$ cat src/rtl/bgr_pkg.sv
// shared constants, types and the glyph rom of the 5x7 glyph rectangle rasterizer
// used by bgr_cell_gen, bgr_geom and bitmap_glyph_rect_rasterizer_core
// no dependencies
package bgr_pkg;

    localparam int GLYPH_ROWS  = 7;
    localparam int GLYPH_COLS  = 5;
    localparam int GLYPH_CELLS = GLYPH_ROWS * GLYPH_COLS;
    localparam int GLYPH_COUNT = 42;
    localparam int ADVANCE     = 6;

    localparam int CODE_W  = 8;
    localparam int CPOS_W  = 10;
    localparam int ORG_W   = 16;
    localparam int COLOR_W = 32;
    localparam int SCALE_W = 4;
    localparam int ZOOM_W  = 10;
    localparam int S_W     = SCALE_W + ZOOM_W;
    localparam int K_W     = 13;
    localparam int ROW_W   = 3;
    localparam int COL_W   = 3;
    localparam int KS_W    = K_W + S_W;
    localparam int RS_W    = ROW_W + S_W;
    localparam int SUM_W   = KS_W + 2;
    localparam int EDGE_W  = SUM_W - 8;
    localparam int POS_W   = 18;
    localparam int SIZE_W  = 16;
    localparam int GIDX_W  = 6;

    localparam int IN_DATA_W  = 88;
    localparam int OUT_DATA_W = 104;

    localparam int CFG_IDX_W  = 2;
    localparam int CFG_DATA_W = 10;

    localparam logic [CFG_IDX_W-1:0] REG_TEXT_SCALE = 2'd0;
    localparam logic [CFG_IDX_W-1:0] REG_ZOOM_Q8    = 2'd1;

    localparam logic [SCALE_W-1:0] TEXT_SCALE_RESET = 4'd1;
    localparam logic [ZOOM_W-1:0]  ZOOM_RESET       = 10'd256;
    // 0.35 in q6.8, rounded up
    localparam logic [S_W-1:0]     MIN_SCALE_Q8     = 14'd90;

    localparam logic signed [EDGE_W-1:0] POS_MAX_E = EDGE_W'(131071);
    localparam logic signed [EDGE_W-1:0] POS_MIN_E = -EDGE_W'(131072);
    localparam logic signed [EDGE_W:0]   SIZE_MIN  = (EDGE_W + 1)'(1);
    localparam logic signed [EDGE_W:0]   SIZE_MAX  = (EDGE_W + 1)'(65535);

    // ascii codes with special meaning
    localparam logic [CODE_W-1:0] CH_LO_A  = 8'h61;
    localparam logic [CODE_W-1:0] CH_LO_Z  = 8'h7A;
    localparam logic [CODE_W-1:0] CH_LO_J  = 8'h6A;
    localparam logic [CODE_W-1:0] CH_LO_Q  = 8'h71;
    localparam logic [CODE_W-1:0] CH_UP_A  = 8'h41;
    localparam logic [CODE_W-1:0] CH_UP_Z  = 8'h5A;
    localparam logic [CODE_W-1:0] CH_ZERO  = 8'h30;
    localparam logic [CODE_W-1:0] CH_NINE  = 8'h39;
    localparam logic [CODE_W-1:0] CH_DOT   = 8'h2E;
    localparam logic [CODE_W-1:0] CH_MINUS = 8'h2D;
    localparam logic [CODE_W-1:0] CH_UNDER = 8'h5F;
    localparam logic [CODE_W-1:0] CH_PLUS  = 8'h2B;
    localparam logic [CODE_W-1:0] CH_COLON = 8'h3A;
    localparam logic [CODE_W-1:0] CH_EQUAL = 8'h3D;

    localparam logic [GIDX_W-1:0] GLYPH_I     = 6'd8;
    localparam logic [GIDX_W-1:0] GLYPH_O     = 6'd14;
    localparam logic [GIDX_W-1:0] GLYPH_DIGIT = 6'd26;
    localparam logic [GIDX_W-1:0] GLYPH_DOT   = 6'd36;
    localparam logic [GIDX_W-1:0] GLYPH_MINUS = 6'd37;
    localparam logic [GIDX_W-1:0] GLYPH_UNDER = 6'd38;
    localparam logic [GIDX_W-1:0] GLYPH_PLUS  = 6'd39;
    localparam logic [GIDX_W-1:0] GLYPH_COLON = 6'd40;
    localparam logic [GIDX_W-1:0] GLYPH_EQUAL = 6'd41;
    localparam logic [GIDX_W-1:0] GLYPH_BLANK = 6'd63;

    // rows top first, leftmost column in bit 4; letters (J and Q blank), digits, . - _ + : =
    localparam logic [GLYPH_COLS-1:0] GLYPH_ROM [GLYPH_COUNT][GLYPH_ROWS] = '{
        '{5'h0E, 5'h11, 5'h11, 5'h1F, 5'h11, 5'h11, 5'h11},
        '{5'h1E, 5'h11, 5'h11, 5'h1E, 5'h11, 5'h11, 5'h1E},
        '{5'h0F, 5'h10, 5'h10, 5'h10, 5'h10, 5'h10, 5'h0F},
        '{5'h1E, 5'h11, 5'h11, 5'h11, 5'h11, 5'h11, 5'h1E},
        '{5'h1F, 5'h10, 5'h10, 5'h1E, 5'h10, 5'h10, 5'h1F},
        '{5'h1F, 5'h10, 5'h10, 5'h1E, 5'h10, 5'h10, 5'h10},
        '{5'h0E, 5'h11, 5'h10, 5'h13, 5'h11, 5'h11, 5'h0E},
        '{5'h11, 5'h11, 5'h11, 5'h1F, 5'h11, 5'h11, 5'h11},
        '{5'h1F, 5'h04, 5'h04, 5'h04, 5'h04, 5'h04, 5'h1F},
        '{5'h00, 5'h00, 5'h00, 5'h00, 5'h00, 5'h00, 5'h00},
        '{5'h11, 5'h12, 5'h14, 5'h18, 5'h14, 5'h12, 5'h11},
        '{5'h10, 5'h10, 5'h10, 5'h10, 5'h10, 5'h10, 5'h1F},
        '{5'h11, 5'h1B, 5'h15, 5'h15, 5'h11, 5'h11, 5'h11},
        '{5'h11, 5'h19, 5'h15, 5'h13, 5'h11, 5'h11, 5'h11},
        '{5'h0E, 5'h11, 5'h11, 5'h11, 5'h11, 5'h11, 5'h0E},
        '{5'h1E, 5'h11, 5'h11, 5'h1E, 5'h10, 5'h10, 5'h10},
        '{5'h00, 5'h00, 5'h00, 5'h00, 5'h00, 5'h00, 5'h00},
        '{5'h1E, 5'h11, 5'h11, 5'h1E, 5'h14, 5'h12, 5'h11},
        '{5'h0F, 5'h10, 5'h10, 5'h0E, 5'h01, 5'h01, 5'h1E},
        '{5'h1F, 5'h04, 5'h04, 5'h04, 5'h04, 5'h04, 5'h04},
        '{5'h11, 5'h11, 5'h11, 5'h11, 5'h11, 5'h11, 5'h0E},
        '{5'h11, 5'h11, 5'h11, 5'h11, 5'h11, 5'h0A, 5'h04},
        '{5'h11, 5'h11, 5'h11, 5'h15, 5'h15, 5'h15, 5'h0A},
        '{5'h11, 5'h11, 5'h0A, 5'h04, 5'h0A, 5'h11, 5'h11},
        '{5'h11, 5'h11, 5'h0A, 5'h04, 5'h04, 5'h04, 5'h04},
        '{5'h1F, 5'h01, 5'h02, 5'h04, 5'h08, 5'h10, 5'h1F},
        '{5'h0E, 5'h11, 5'h13, 5'h15, 5'h19, 5'h11, 5'h0E},
        '{5'h04, 5'h0C, 5'h04, 5'h04, 5'h04, 5'h04, 5'h0E},
        '{5'h0E, 5'h11, 5'h01, 5'h02, 5'h04, 5'h08, 5'h1F},
        '{5'h1E, 5'h01, 5'h01, 5'h0E, 5'h01, 5'h01, 5'h1E},
        '{5'h02, 5'h06, 5'h0A, 5'h12, 5'h1F, 5'h02, 5'h02},
        '{5'h1F, 5'h10, 5'h1E, 5'h01, 5'h01, 5'h11, 5'h0E},
        '{5'h06, 5'h08, 5'h10, 5'h1E, 5'h11, 5'h11, 5'h0E},
        '{5'h1F, 5'h01, 5'h02, 5'h04, 5'h08, 5'h08, 5'h08},
        '{5'h0E, 5'h11, 5'h11, 5'h0E, 5'h11, 5'h11, 5'h0E},
        '{5'h0E, 5'h11, 5'h11, 5'h0F, 5'h01, 5'h02, 5'h1C},
        '{5'h00, 5'h00, 5'h00, 5'h00, 5'h00, 5'h06, 5'h06},
        '{5'h00, 5'h00, 5'h00, 5'h1F, 5'h00, 5'h00, 5'h00},
        '{5'h00, 5'h00, 5'h00, 5'h00, 5'h00, 5'h00, 5'h1F},
        '{5'h00, 5'h04, 5'h04, 5'h1F, 5'h04, 5'h04, 5'h00},
        '{5'h00, 5'h04, 5'h04, 5'h00, 5'h04, 5'h04, 5'h00},
        '{5'h00, 5'h1F, 5'h00, 5'h1F, 5'h00, 5'h00, 5'h00}
    };

    // one lit cell on its way from the cell generator to the geometry pipeline
    typedef struct packed {
        logic [K_W-1:0]           k;
        logic [ROW_W-1:0]         row;
        logic [S_W-1:0]           s;
        logic signed [ORG_W-1:0]  ox;
        logic signed [ORG_W-1:0]  oy;
        logic [COLOR_W-1:0]       color;
        logic                     last;
    } cell_t;

    function automatic logic [GIDX_W-1:0] glyph_index(input logic [CODE_W-1:0] code);
        logic [GIDX_W-1:0] g;
        case (code) inside
            CH_LO_J:              g = GLYPH_I;
            CH_LO_Q:              g = GLYPH_O;
            [CH_LO_A:CH_LO_Z]:    g = GIDX_W'(code - CH_LO_A);
            [CH_UP_A:CH_UP_Z]:    g = GIDX_W'(code - CH_UP_A);
            [CH_ZERO:CH_NINE]:    g = GIDX_W'(code - CH_ZERO) + GLYPH_DIGIT;
            CH_DOT:               g = GLYPH_DOT;
            CH_MINUS:             g = GLYPH_MINUS;
            CH_UNDER:             g = GLYPH_UNDER;
            CH_PLUS:              g = GLYPH_PLUS;
            CH_COLON:             g = GLYPH_COLON;
            CH_EQUAL:             g = GLYPH_EQUAL;
            default:              g = GLYPH_BLANK;
        endcase
        return g;
    endfunction

    // lit cells in raster order, bit 0 is the top left cell
    function automatic logic [GLYPH_CELLS-1:0] glyph_mask(input logic [GIDX_W-1:0] g);
        logic [GLYPH_CELLS-1:0] m;
        m = '0;
        if (g < GIDX_W'(GLYPH_COUNT))
        begin
            for (int r = 0; r < GLYPH_ROWS; r++)
            begin
                for (int c = 0; c < GLYPH_COLS; c++)
                begin
                    m[r * GLYPH_COLS + c] = GLYPH_ROM[g][r][GLYPH_COLS - 1 - c];
                end
            end
        end
        return m;
    endfunction

    function automatic logic [POS_W-1:0] sat_pos(input logic signed [EDGE_W-1:0] e);
        logic [POS_W-1:0] p;
        if (e > POS_MAX_E)
            p = POS_MAX_E[POS_W-1:0];
        else if (e < POS_MIN_E)
            p = POS_MIN_E[POS_W-1:0];
        else
            p = e[POS_W-1:0];
        return p;
    endfunction

    function automatic logic [SIZE_W-1:0] size_of(input logic signed [EDGE_W-1:0] lo,
                                                  input logic signed [EDGE_W-1:0] hi);
        logic signed [EDGE_W:0] d;
        logic [SIZE_W-1:0]      z;
        d = {hi[EDGE_W-1], hi} - {lo[EDGE_W-1], lo};
        if (d < SIZE_MIN)
            z = SIZE_MIN[SIZE_W-1:0];
        else if (d > SIZE_MAX)
            z = SIZE_MAX[SIZE_W-1:0];
        else
            z = d[SIZE_W-1:0];
        return z;
    endfunction

endpackage

$ cat src/rtl/bitmap_glyph_rect_rasterizer_core.sv
// top level of the 5x7 glyph rectangle rasterizer: config registers, stream ports
// depends on bgr_pkg, bgr_cell_gen and bgr_geom
//
// usage: one character item enters on s_axis (code, string index, origin, colour);
// each lit cell of its 5x7 glyph leaves on m_axis as one filled rectangle in
// raster order, tlast marking the final rectangle of the character. blank glyphs
// and text_scale 0 produce no rectangle at all.
// config: cfg_we with cfg_index 0 writes text_scale, index 1 writes zoom_q8
// (q2.8); other indexes are ignored. write only while no item is in flight.
// throughput: the cell walker steps one glyph cell per cycle, unless a lit cell
// is stalled, from the top left up to the last lit cell; a blank glyph never
// makes it busy. the next item is taken in the cycle the last lit cell moves on.
// path: a lit cell reaches m_axis through the product, edge and clamp stages.
// reset: text_scale returns to 1, zoom_q8 to 256 (unit scale), pipeline empties.
// stall: a low m_axis_tready freezes the output stage and back-pressures the
// pipeline and the walker; nothing is dropped or repeated.
module bitmap_glyph_rect_rasterizer_core
    import bgr_pkg::*;
(
    input  logic                    clk,
    input  logic                    rst_n,
    input  logic                    cfg_we,
    input  logic [CFG_IDX_W-1:0]    cfg_index,
    input  logic [CFG_DATA_W-1:0]   cfg_data,
    input  logic                    s_axis_tvalid,
    output logic                    s_axis_tready,
    // char_code, char_pos, origin_x, origin_y, color_rgba, zero fill
    input  logic [IN_DATA_W-1:0]    s_axis_tdata,
    output logic                    m_axis_tvalid,
    input  logic                    m_axis_tready,
    // rect_x, rect_y, rect_w, rect_h, rect_color, zero fill
    output logic [OUT_DATA_W-1:0]   m_axis_tdata,
    output logic                    m_axis_tlast
);

    logic [SCALE_W-1:0]  text_scale_reg;
    logic [ZOOM_W-1:0]   zoom_reg;

    logic                cell_valid;
    logic                cell_ready;
    cell_t               lit_cell;

    logic [POS_W-1:0]    rect_x;
    logic [POS_W-1:0]    rect_y;
    logic [SIZE_W-1:0]   rect_w;
    logic [SIZE_W-1:0]   rect_h;
    logic [COLOR_W-1:0]  rect_color;

    always_ff @(posedge clk or negedge rst_n)
    begin
        if (!rst_n)
        begin
            text_scale_reg <= TEXT_SCALE_RESET;
            zoom_reg       <= ZOOM_RESET;
        end
        else if (cfg_we)
        begin
            unique case (cfg_index)
                REG_TEXT_SCALE: text_scale_reg <= cfg_data[SCALE_W-1:0];
                REG_ZOOM_Q8:    zoom_reg       <= cfg_data[ZOOM_W-1:0];
                default:        ;
            endcase
        end
    end

    bgr_cell_gen u_cell_gen (
        .clk        (clk),
        .rst_n      (rst_n),
        .text_scale (text_scale_reg),
        .zoom_q8    (zoom_reg),
        .in_valid   (s_axis_tvalid),
        .in_ready   (s_axis_tready),
        .char_code  (s_axis_tdata[7:0]),
        .char_pos   (s_axis_tdata[17:8]),
        .origin_x   (s_axis_tdata[33:18]),
        .origin_y   (s_axis_tdata[49:34]),
        .color_rgba (s_axis_tdata[81:50]),
        .cell_valid (cell_valid),
        .cell_ready (cell_ready),
        .lit_cell   (lit_cell)
    );

    bgr_geom u_geom (
        .clk        (clk),
        .rst_n      (rst_n),
        .in_valid   (cell_valid),
        .in_ready   (cell_ready),
        .lit_cell   (lit_cell),
        .out_valid  (m_axis_tvalid),
        .out_ready  (m_axis_tready),
        .rect_x     (rect_x),
        .rect_y     (rect_y),
        .rect_w     (rect_w),
        .rect_h     (rect_h),
        .rect_color (rect_color),
        .last_rect  (m_axis_tlast)
    );

    assign m_axis_tdata = {4'b0000, rect_color, rect_h, rect_w, rect_y, rect_x};

endmodule

$ cat src/rtl/bgr_cell_gen.sv
// cell generator: glyph lookup, draw scale, and a walk over the glyph cells
// one cell a cycle up to the last lit one, unless a lit cell is stalled; depends on bgr_pkg
module bgr_cell_gen
    import bgr_pkg::*;
(
    input  logic                      clk,
    input  logic                      rst_n,
    input  logic [SCALE_W-1:0]        text_scale,
    input  logic [ZOOM_W-1:0]         zoom_q8,
    input  logic                      in_valid,
    output logic                      in_ready,
    input  logic [CODE_W-1:0]         char_code,
    input  logic [CPOS_W-1:0]         char_pos,
    input  logic signed [ORG_W-1:0]   origin_x,
    input  logic signed [ORG_W-1:0]   origin_y,
    input  logic [COLOR_W-1:0]        color_rgba,
    output logic                      cell_valid,
    input  logic                      cell_ready,
    output cell_t                     lit_cell
);

    logic                     busy_reg;
    logic [GLYPH_CELLS-1:0]   rem_reg;
    logic [COL_W-1:0]         col_reg;
    logic [ROW_W-1:0]         row_reg;
    logic [K_W-1:0]           k_reg;
    logic [K_W-1:0]           base_reg;
    logic [S_W-1:0]           s_reg;
    logic signed [ORG_W-1:0]  ox_reg;
    logic signed [ORG_W-1:0]  oy_reg;
    logic [COLOR_W-1:0]       color_reg;

    logic [S_W-1:0]           prod;
    logic [S_W-1:0]           s_next;
    logic [GLYPH_CELLS-1:0]   mask;
    logic [K_W-1:0]           base;
    logic                     draw;
    logic                     last_step;
    logic                     adv;
    logic                     take;

    assign prod   = S_W'(text_scale) * S_W'(zoom_q8);
    assign s_next = (prod < MIN_SCALE_Q8) ? MIN_SCALE_Q8 : prod;
    assign mask   = glyph_mask(glyph_index(char_code));
    assign draw   = (text_scale != '0) && (mask != '0);
    // first cell column of this character: 6 * pos
    assign base   = K_W'({char_pos, 2'b00}) + K_W'({char_pos, 1'b0});

    // while busy the remaining mask is never empty, so this cell is the last lit one
    assign last_step = (rem_reg[GLYPH_CELLS-1:1] == '0);
    assign adv       = busy_reg && (!rem_reg[0] || cell_ready);
    assign in_ready  = !busy_reg || (last_step && adv);
    assign take      = in_valid && in_ready;

    assign cell_valid = busy_reg && rem_reg[0];
    assign lit_cell   = '{k: k_reg, row: row_reg, s: s_reg, ox: ox_reg, oy: oy_reg,
                          color: color_reg, last: last_step};

    always_ff @(posedge clk or negedge rst_n)
    begin
        if (!rst_n)
        begin
            busy_reg <= 1'b0;
        end
        else if (take)
        begin
            busy_reg <= draw;
        end
        else if (adv)
        begin
            busy_reg <= !last_step;
        end
    end

    always_ff @(posedge clk)
    begin
        if (take)
        begin
            rem_reg   <= mask;
            col_reg   <= '0;
            row_reg   <= '0;
            k_reg     <= base;
            base_reg  <= base;
            s_reg     <= s_next;
            ox_reg    <= origin_x;
            oy_reg    <= origin_y;
            color_reg <= color_rgba;
        end
        else if (adv)
        begin
            rem_reg <= rem_reg >> 1;
            if (col_reg == COL_W'(GLYPH_COLS - 1))
            begin
                col_reg <= '0;
                row_reg <= row_reg + 1'b1;
                k_reg   <= base_reg;
            end
            else
            begin
                col_reg <= col_reg + 1'b1;
                k_reg   <= k_reg + 1'b1;
            end
        end
    end

    a_busy_has_cells: assert property (@(posedge clk) disable iff (!rst_n)
        busy_reg |-> (rem_reg != '0))
        else $error("cell generator busy with no lit cell left");

    a_cell_holds: assert property (@(posedge clk) disable iff (!rst_n)
        cell_valid && !cell_ready |=> cell_valid && $stable(lit_cell))
        else $error("stalled cell changed");

endmodule

$ cat src/rtl/bgr_geom.sv
// geometry pipeline: multiply, add origin and floor, then clamp and size
// three register stages with valid bits; depends on bgr_pkg
module bgr_geom
    import bgr_pkg::*;
(
    input  logic                 clk,
    input  logic                 rst_n,
    input  logic                 in_valid,
    output logic                 in_ready,
    input  cell_t                lit_cell,
    output logic                 out_valid,
    input  logic                 out_ready,
    output logic [POS_W-1:0]     rect_x,
    output logic [POS_W-1:0]     rect_y,
    output logic [SIZE_W-1:0]    rect_w,
    output logic [SIZE_W-1:0]    rect_h,
    output logic [COLOR_W-1:0]   rect_color,
    output logic                 last_rect
);

    // stage a: products
    logic                     va_reg;
    logic [KS_W-1:0]          ks_reg;
    logic [RS_W-1:0]          rs_reg;
    logic [S_W-1:0]           sa_reg;
    logic signed [ORG_W-1:0]  oxa_reg;
    logic signed [ORG_W-1:0]  oya_reg;
    logic [COLOR_W-1:0]       ca_reg;
    logic                     la_reg;
    // stage b: floored edges
    logic                     vb_reg;
    logic signed [EDGE_W-1:0] x0_reg;
    logic signed [EDGE_W-1:0] x1_reg;
    logic signed [EDGE_W-1:0] y0_reg;
    logic signed [EDGE_W-1:0] y1_reg;
    logic [COLOR_W-1:0]       cb_reg;
    logic                     lb_reg;
    // stage c: output
    logic                     vc_reg;
    logic [POS_W-1:0]         x_reg;
    logic [POS_W-1:0]         y_reg;
    logic [SIZE_W-1:0]        w_reg;
    logic [SIZE_W-1:0]        h_reg;
    logic [COLOR_W-1:0]       cc_reg;
    logic                     lc_reg;

    logic                     rdy_a;
    logic                     rdy_b;
    logic                     rdy_c;
    logic signed [SUM_W-1:0]  oxs;
    logic signed [SUM_W-1:0]  oys;
    logic signed [SUM_W-1:0]  xs0;
    logic signed [SUM_W-1:0]  xs1;
    logic signed [SUM_W-1:0]  ys0;
    logic signed [SUM_W-1:0]  ys1;

    assign rdy_c    = !vc_reg || out_ready;
    assign rdy_b    = !vb_reg || rdy_c;
    assign rdy_a    = !va_reg || rdy_b;
    assign in_ready = rdy_a;

    // positions in 1/256 pixel; the upper bits of the sum are the floor
    assign oxs = {{(SUM_W - ORG_W - 8){oxa_reg[ORG_W-1]}}, oxa_reg, 8'h00};
    assign oys = {{(SUM_W - ORG_W - 8){oya_reg[ORG_W-1]}}, oya_reg, 8'h00};
    assign xs0 = oxs + signed'({{(SUM_W - KS_W){1'b0}}, ks_reg});
    assign xs1 = xs0 + signed'({{(SUM_W - S_W){1'b0}}, sa_reg});
    assign ys0 = oys + signed'({{(SUM_W - RS_W){1'b0}}, rs_reg});
    assign ys1 = ys0 + signed'({{(SUM_W - S_W){1'b0}}, sa_reg});

    always_ff @(posedge clk or negedge rst_n)
    begin
        if (!rst_n)
        begin
            va_reg <= 1'b0;
            vb_reg <= 1'b0;
            vc_reg <= 1'b0;
        end
        else
        begin
            if (rdy_a)
                va_reg <= in_valid;
            if (rdy_b)
                vb_reg <= va_reg;
            if (rdy_c)
                vc_reg <= vb_reg;
        end
    end

    always_ff @(posedge clk)
    begin
        if (in_valid && rdy_a)
        begin
            ks_reg  <= KS_W'(lit_cell.k) * KS_W'(lit_cell.s);
            rs_reg  <= RS_W'(lit_cell.row) * RS_W'(lit_cell.s);
            sa_reg  <= lit_cell.s;
            oxa_reg <= lit_cell.ox;
            oya_reg <= lit_cell.oy;
            ca_reg  <= lit_cell.color;
            la_reg  <= lit_cell.last;
        end
        if (va_reg && rdy_b)
        begin
            x0_reg <= xs0[SUM_W-1:8];
            x1_reg <= xs1[SUM_W-1:8];
            y0_reg <= ys0[SUM_W-1:8];
            y1_reg <= ys1[SUM_W-1:8];
            cb_reg <= ca_reg;
            lb_reg <= la_reg;
        end
        if (vb_reg && rdy_c)
        begin
            x_reg  <= sat_pos(x0_reg);
            y_reg  <= sat_pos(y0_reg);
            w_reg  <= size_of(x0_reg, x1_reg);
            h_reg  <= size_of(y0_reg, y1_reg);
            cc_reg <= cb_reg;
            lc_reg <= lb_reg;
        end
    end

    assign out_valid  = vc_reg;
    assign rect_x     = x_reg;
    assign rect_y     = y_reg;
    assign rect_w     = w_reg;
    assign rect_h     = h_reg;
    assign rect_color = cc_reg;
    assign last_rect  = lc_reg;

    a_size_nonzero: assert property (@(posedge clk) disable iff (!rst_n)
        vc_reg |-> (w_reg != '0) && (h_reg != '0))
        else $error("rectangle with zero size");

    a_stage_a_holds: assert property (@(posedge clk) disable iff (!rst_n)
        va_reg && !rdy_b |=> va_reg && $stable(ks_reg) && $stable(la_reg))
        else $error("product stage lost an item under stall");

endmodule
$ cat config.mk
export PLATFORM = sky130hd
export DESIGN_NAME = bitmap_glyph_rect_rasterizer_core
export DESIGN_NICKNAME = d
export VERILOG_FILES = /design/src/rtl/bgr_pkg.sv /design/src/rtl/bitmap_glyph_rect_rasterizer_core.sv /design/src/rtl/bgr_cell_gen.sv /design/src/rtl/bgr_geom.sv
export SDC_FILE = /design/constraint.sdc
export NUM_CORES = 1
export LEC_CHECK = 0
export BUFFER_PORTS_ARGS = -buffer_cell sky130_fd_sc_hd__buf_2
export CORE_MARGIN = 2
export CORE_UTILIZATION = 50
export CTS_BUF_LIST = sky130_fd_sc_hd__clkbuf_8
export DETAILED_ROUTE_END_ITERATION = 12
export GPL_TIMING_DRIVEN = 0
export PLACE_DENSITY = 0.7
export SYNTH_ARGS = -nofsm -noshare
export SYNTH_HDL_FRONTEND = slang
export SYNTH_HIERARCHICAL = 1
export SYNTH_SLANG_ARGS = --single-unit
$ cat constraint.sdc
create_clock -name clk -period 5.9 [get_ports clk]
set_clock_uncertainty 0.2 [all_clocks]
set_input_delay 0.295 -clock clk [delete_from_list [all_inputs] [get_ports clk]]
set_output_delay 0.295 -clock clk [all_outputs]
set_load 0.03 [all_outputs]
# After elaboration in Yosys (flattened, before gate mapping)
# Memory sizes are Yosys's and may differ from the RTL's.
# Cells that the tools add are included.
[word_totals] regBits=500 mem_bits_ro=2240 in_bits=105 out_inout_bits=107 word_cells=140 n_memories=1
[classes] n_addsub=14 multipliers=3 magnitude_cmp=17 eq_ne=10 muxes=26 n_bitwise=1 n_reduce_logical=32
[mem_list] memory="(name not given)" depth=64 word_bits=35 rd=1 rd_ports_with_merged_regs=0 wr=0 line="bgr_pkg.sv:162" source="m[r * GLYPH_COLS + c] = GLYPH_ROM[g][r][GLYPH_COLS - 1 - c];"
[op_table] op="two-way mux 35 bit" n=5
[op_table] op="two-way mux 6 bit" n=10
[op_table] op="greater-than comparator 22 x 17 -> 1 bit (second input constant)" n=2
[op_table] op="< comparator 22 x 2 -> 1 bit (second input constant)" n=2
[op_table] op="== test 8 x 6 -> 1 bit (second input constant)" n=5
[op_table] op="two-way mux 13 bit" n=3
[op_table] op="two-way mux 18 bit" n=2
[op_table] op="nonzero test 35 bit" n=1
[op_table] op="zero test 34 bit" n=1
[op_table] op="two-way mux 16 bit" n=2
[op_table] op="adder 24 x 28 -> 29 bit" n=1
[op_table] op="adder 29 x 15 -> 29 bit" n=1
[op_table] op="multiplier 13 x 14 -> 27 bit" n=1
[op_table] op="adder 25 x 15 -> 26 bit" n=1
[op_table] op="adder 24 x 18 -> 25 bit" n=1
[op_table] op="== test 8 x 7 -> 1 bit (second input constant)" n=3
[op_table] op="subtractor 21 x 17 -> 22 bit" n=1
[op_table] op="subtractor 21 x 21 -> 22 bit" n=1
[op_table] op="greater-than comparator 21 x 18 -> 1 bit (second input constant)" n=1
[op_table] op="< comparator 21 x 18 -> 1 bit (second input constant)" n=1
[op_table] op="greater-than comparator 17 x 18 -> 1 bit (second input constant)" n=1
[op_table] op="< comparator 17 x 18 -> 1 bit (second input constant)" n=1
[op_table] op="multiplier 3 x 14 -> 17 bit" n=1
[op_table] op="greater-or-equal comparator 8 x 7 -> 1 bit (second input constant)" n=2
[op_table] op="other kinds (27)" n=53

# Depth between registers and ports, before layout
[depth] ltp_word=20 mapped_depth=22 ltp_nobuf=21

# Cells and area by module
# Netlist, hierarchy kept.
[modules_own_cells] module="bgr_geom" n_inst=1 cells_each=1991 area_each_um2=22604.2 seq_area_each_um2=10104.7
[modules_own_cells] module="bgr_cell_gen" n_inst=1 cells_each=933 area_each_um2=9386.5 seq_area_each_um2=4289.1
[modules_own_cells] module="bitmap_glyph_rect_rasterizer_core" n_inst=1 cells_each=36 area_each_um2=619.3 seq_area_each_um2=352.8

# Worst setup path after synthesis
# No wires, ideal clock.
[synth_path] path_type="register to register" start="register u_cell_gen.k_reg[6]" end="register u_geom.ks_reg[26], data pin" setup_time_ns=0.259 t_arrival_ns=5.357 required_ns=5.441 slack_ns=0.084 stages_incl_launch_ff=21 n_path_buf=1 period_less_slack_ns=5.816 path_cell_list="edfxtp_1 -> clkbuf_1 -> nand2_1 -> fa_1 -> fa_1 -> fa_1 -> inv_1 -> fa_1 -> inv_1 -> fa_1 -> inv_1 -> ha_1 -> a21o_1 -> a2111oi_0 -> a21boi_0 -> nor3_1 -> o21ai_0 -> a31oi_1 -> nor2_1 -> a21oi_1 -> xnor2_1"
[synth_between] elab_chain_cells=1
[synth_rtl] item="start, declared" line="bgr_cell_gen.sv:26" source="logic [K_W-1:0] k_reg;"
[synth_rtl] item="start signal, assigned" line="bgr_cell_gen.sv:82" source="k_reg <= base;"
[synth_rtl] item="start signal, assigned" line="bgr_cell_gen.sv:96" source="k_reg <= base_reg;"
[synth_rtl] item="start signal, assigned" line="bgr_cell_gen.sv:101" source="k_reg <= k_reg + 1'b1;"
[synth_rtl] item="multiplier 13 x 14 -> 27 bit" line="bgr_geom.sv:93" source="ks_reg <= KS_W'(lit_cell.k) * KS_W'(lit_cell.s);"
[synth_rtl] item="end signal, assigned" line="bgr_geom.sv:93"
[synth_rtl] item="end, declared" line="bgr_geom.sv:23" source="logic [KS_W-1:0] ks_reg;"
# No other way between the ends.
# A chain may end at the register's enable or synchronous reset.

# Worst setup path after layout
[layout_path] start="register u_cell_gen.s_reg[7]" end="register u_geom.ks_reg[26], data pin"
[layout_between] elab_chain_cells=1
[layout_rtl] item="start, declared" line="bgr_cell_gen.sv:28" source="logic [S_W-1:0] s_reg;"
[layout_rtl] item="start signal, assigned" line="bgr_cell_gen.sv:84" source="s_reg <= s_next;"
[layout_rtl] item="multiplier 13 x 14 -> 27 bit" line="bgr_geom.sv:93"
# No other way between the ends.

==> impl_metrics.py <==
metrics = {
    "outcome": {
        "run_status": "completed",
    },
    "logic_synthesis": {
        "ys_ff_latch": 496,
        "ranking_of_synthesized_cells_by_area": "edfxtp_1 43%, fa_1 10%, ha_1 8.9%",
        "syn_area_sq_um": 32600,
        "synth_edf_count": 472,
        "avgSynthCellArea_sq_um": 11.0,
        "synthesis.instances": 2960,
        "synth-async-reset-ratio_pct": 3.63,
        "post-synth-top-area-cell": "edfxtp_1",
        "yosysSeqAreaShare_pct": 45.2,
        "synth_top_flop_cell": "edfxtp_1",
        "yosysWarnings": 6,
        "synth_top_cell_area_share_pct": 43.5,
        "synth_cell_type_count": 113,
    },
    "sta": {
        "setup_violations": 0,
        "hold_ws_ps": 121,
        "timing.slew.headroom_pct": 12.3,
        "min_period_over_period_pct": 97.7,
        "finalHoldViolCount": 0,
        "tightestPinTransition_ps": 1300,
        "final-max-slew-violation-count": 0,
        "fmax_ghz": 0.174,
        "timing.final.crit_period_ps": 5760,
        "setup_ws_ps": 138,
        "rsz0062_at_grt": "yes",
    },
    "worst_setup_path": {
        "critical_path_class": "flip-flop to flip-flop",
        "critical_path.slowest_cell": "fa_2",
        "worstPathCellList": "buf_6 -> and2_1 -> fa_1 -> inv_1 -> fa_1 -> inv_1 -> fa_1 -> fa_1 -> inv_1 -> fa_2 -> inv_2 -> ha_4 -> a21o_1 -> a2111oi_4 -> a21boi_4 -> nor3_4 -> o21ai_2 -> a31oi_2 -> nor2_2 -> a21oi_2 -> xnor2_1",
        "setup.worst_path.start": "u_cell_gen/s_reg[7]",
        "worst_ep_arrival_time_ps": 5990,
        "critical_path.endpoint_type": "flip-flop",
        "crit_path_frequent_cell": "fa_1",
        "setup.worst_path.start_class": "flip-flop",
        "critPathCapture": "u_geom/ks_reg[26]",
        "reg2reg_slack_ps": 140,
        "r2r_end": "u_geom/ks_reg[26]",
        "cp_max_fanout": 5,
        "timing.critical_path.required_ps": 6130,
        "rr_worst_depth": 21,
        "slowest_delay_ps": 560,
        "worst_r2r_startpoint": "u_cell_gen/s_reg[7]",
    },
    "placement": {
        "numPortBuffers": 201,
        "dp_hpwl_mm": 61.1,
        "gpl.final_weighted_congestion": 0.953,
        "pre_cts_ws_ps": -1060,
    },
    "route": {
        "number_of_vias_in_the_routed_layout": 23600,
        "detailedRoute.firstIterationViolations": 1553,
        "detailedRoute.firstPassIterationCount": 5,
        "wl_per_cell_um": 19.1,
        "antenna_nets_post_route": 0,
        "detail_route.wirelength_mm": 82.6,
        "remaining_drc_errors": 0,
        "post_drt_via_cell_ratio": 5.45,
    },
    "global_route": {
        "grt_usage_pct": 24.3,
        "via_count_of_the_first_global_routing_pass": 24100,
        "grt-ovfl-total": 0,
        "initial_antenna_violation_count": 2,
        "largest_net_degree_at_the_start_of_global_routing": 77,
        "global_route_wire_length_before_repair_mm": 128,
    },
    "layout": {
        "areaGrowthSynthToFinish_pct": 17.4,
        "proportion_of_layout_cells_with_a_drive_suffix_above_1_pct": 15.6,
        "nNetsFinal": 3909,
        "commonest_non_fill_non_tap_cell_in_the_layout": "edfxtp_1",
        "layout.cells.most_common_list": "472 x edfxtp_1, 365 x inv_1, 326 x nand2_1",
        "largest_register_ff_count": 35,
    },
    "clock_tree": {
        "source_to_sink_clock_delay_at_the_later_pin_of_the_worst_skew_pair_ps": 690,
        "clock-root-buffer": "clkbuf_8",
        "numClockSinks": 496,
        "ctsHtreeMaxLevel": 3,
        "numCtsBuffers": 83,
        "clkSlewWorstSetupHoldPaths_ps": 60,
        "max-clock-path-buffers": 3,
        "cts_tree": "done",
    },
    "run": {
        "max_cap_violations": 0,
    },
    "worst_hold_path": {
        "hp-class": "primary input to flip-flop",
    },
    "die": {
        "initial_utilization_pct": 50.6,
        "placementRows": 93,
        "die-area_sq_um": 67300,
        "die_span_x_um": 259,
        "design.portCount": 212,
        "core_area_sq_um": 64500,
        "floorplan.die.height_um": 259,
    },
}
## logic make-up after synthesis
family | count (synthesis) | synth area share [%]
DFF | 496 | 45.2
AOI/OAI and AO/OA | 590 | 12.1
and+or+nand+nor | 842 | 13.0
adders and majority gates | 398 | 19.1
buffers and inverters | 461 | 5.67
other | 1 | 0.0115
muxes | 23 | 0.921
xor gates and xnor gates | 149 | 4.00
## cell type report
class	count	area, sq um
fill	5330	26200
multi-input combinational	2006	16300
sequential	496	14700
timing repair buffer	362	2600
inverter	339	1270
clock buffer	85	1170
tap	855	1070
buffer	118	672
clock inverter	69	485
antenna	1	2.50
## worst min path at each step
stage / start / end / slack, ps / cells after the start
floorplan: rst_n / text_scale_reg[1] / -200 / 0
global placement: rst_n / u_geom/out_valid / 50 / 1
detailed placement: rst_n / u_geom/out_valid / 50 / 1
CTS: s_axis_tdata[54] / u_cell_gen/color_reg[4] / 40 / 2
global route: s_axis_tdata[54] / u_cell_gen/color_reg[4] / 90 / 2
finish: s_axis_tdata[74] / u_cell_gen/color_reg[24] / 120 / 2
## per-stage QoR
stage	setup TNS (ps)	cells	cell area (sq um)	util, %
2_1_floorplan	0	2963	32600	-
3_3_place_gp	-159910	4019	34700	53.8
3_5_place_dp	-7880	4026	34900	54.1
4_1_cts	0	4320	38000	59.0
5_1_grt	-158	4331	38300	59.4
6_report	0	4331	38300	59.4
## worst max-delay path, delay by kind of cell, from the launching register on
kind | cells | cell delay (ps)
adders and majority gates | 6 | 2740
and+or+nand+nor | 3 | 380
DFF | 1 | 470
xor gates and xnor gates | 1 | 120
buffers and inverters | 5 | 390
AOI/OAI and AO/OA | 6 | 1200
## repair_timing
item,CTS,global route
pin swaps,6,28
hold buffers,103,0
hold endpoints to repair,116,0
endpoints found under the setup margin,13,7
gates resized for setup,66,60
setup buffers,38,13
## synth_stat cells, drive strengths merged, types with 6 or more instances
cell / number
nand2: 328
nor4: 18
nor2: 123
edfxtp: 472
a211oi: 26
inv: 338
o31ai: 12
nor3b: 7
and3: 17
nand4: 20
or2: 9
fa: 166
clkbuf: 86
o2111ai: 7
o21a: 39
o221ai: 6
mux2i: 7
mux2: 16
o311ai: 6
nand2b: 14
and2: 126
dfxtp: 6
nor2b: 22
xnor2: 94
and4: 9
nand3: 59
nor3: 47
o21bai: 20
nor4b: 8
xor2: 55
a21o: 51
a21boi: 17
a21oi: 153
o22ai: 6
or3: 7
ha: 232
o211ai: 21
a31oi: 29
buf: 36
dfrtp: 16
o21ai: 130
## routing by layer
| layer | wire length (um) | global-route usage, % | share of wire [%] |
|---|---|---|---|
| met5 | 13 | 0 | 0.016 |
| met4 | 3250 | 10.7 | 3.9 |
| met3 | 3780 | 3.27 | 4.6 |
| met2 | 42300 | 43.9 | 51 |
| met1 | 33300 | 29.0 | 40 |
Power is left out: the tool's default activity adds up to more than one toggle a clock period on the data nets, which glitch-free logic cannot reach.
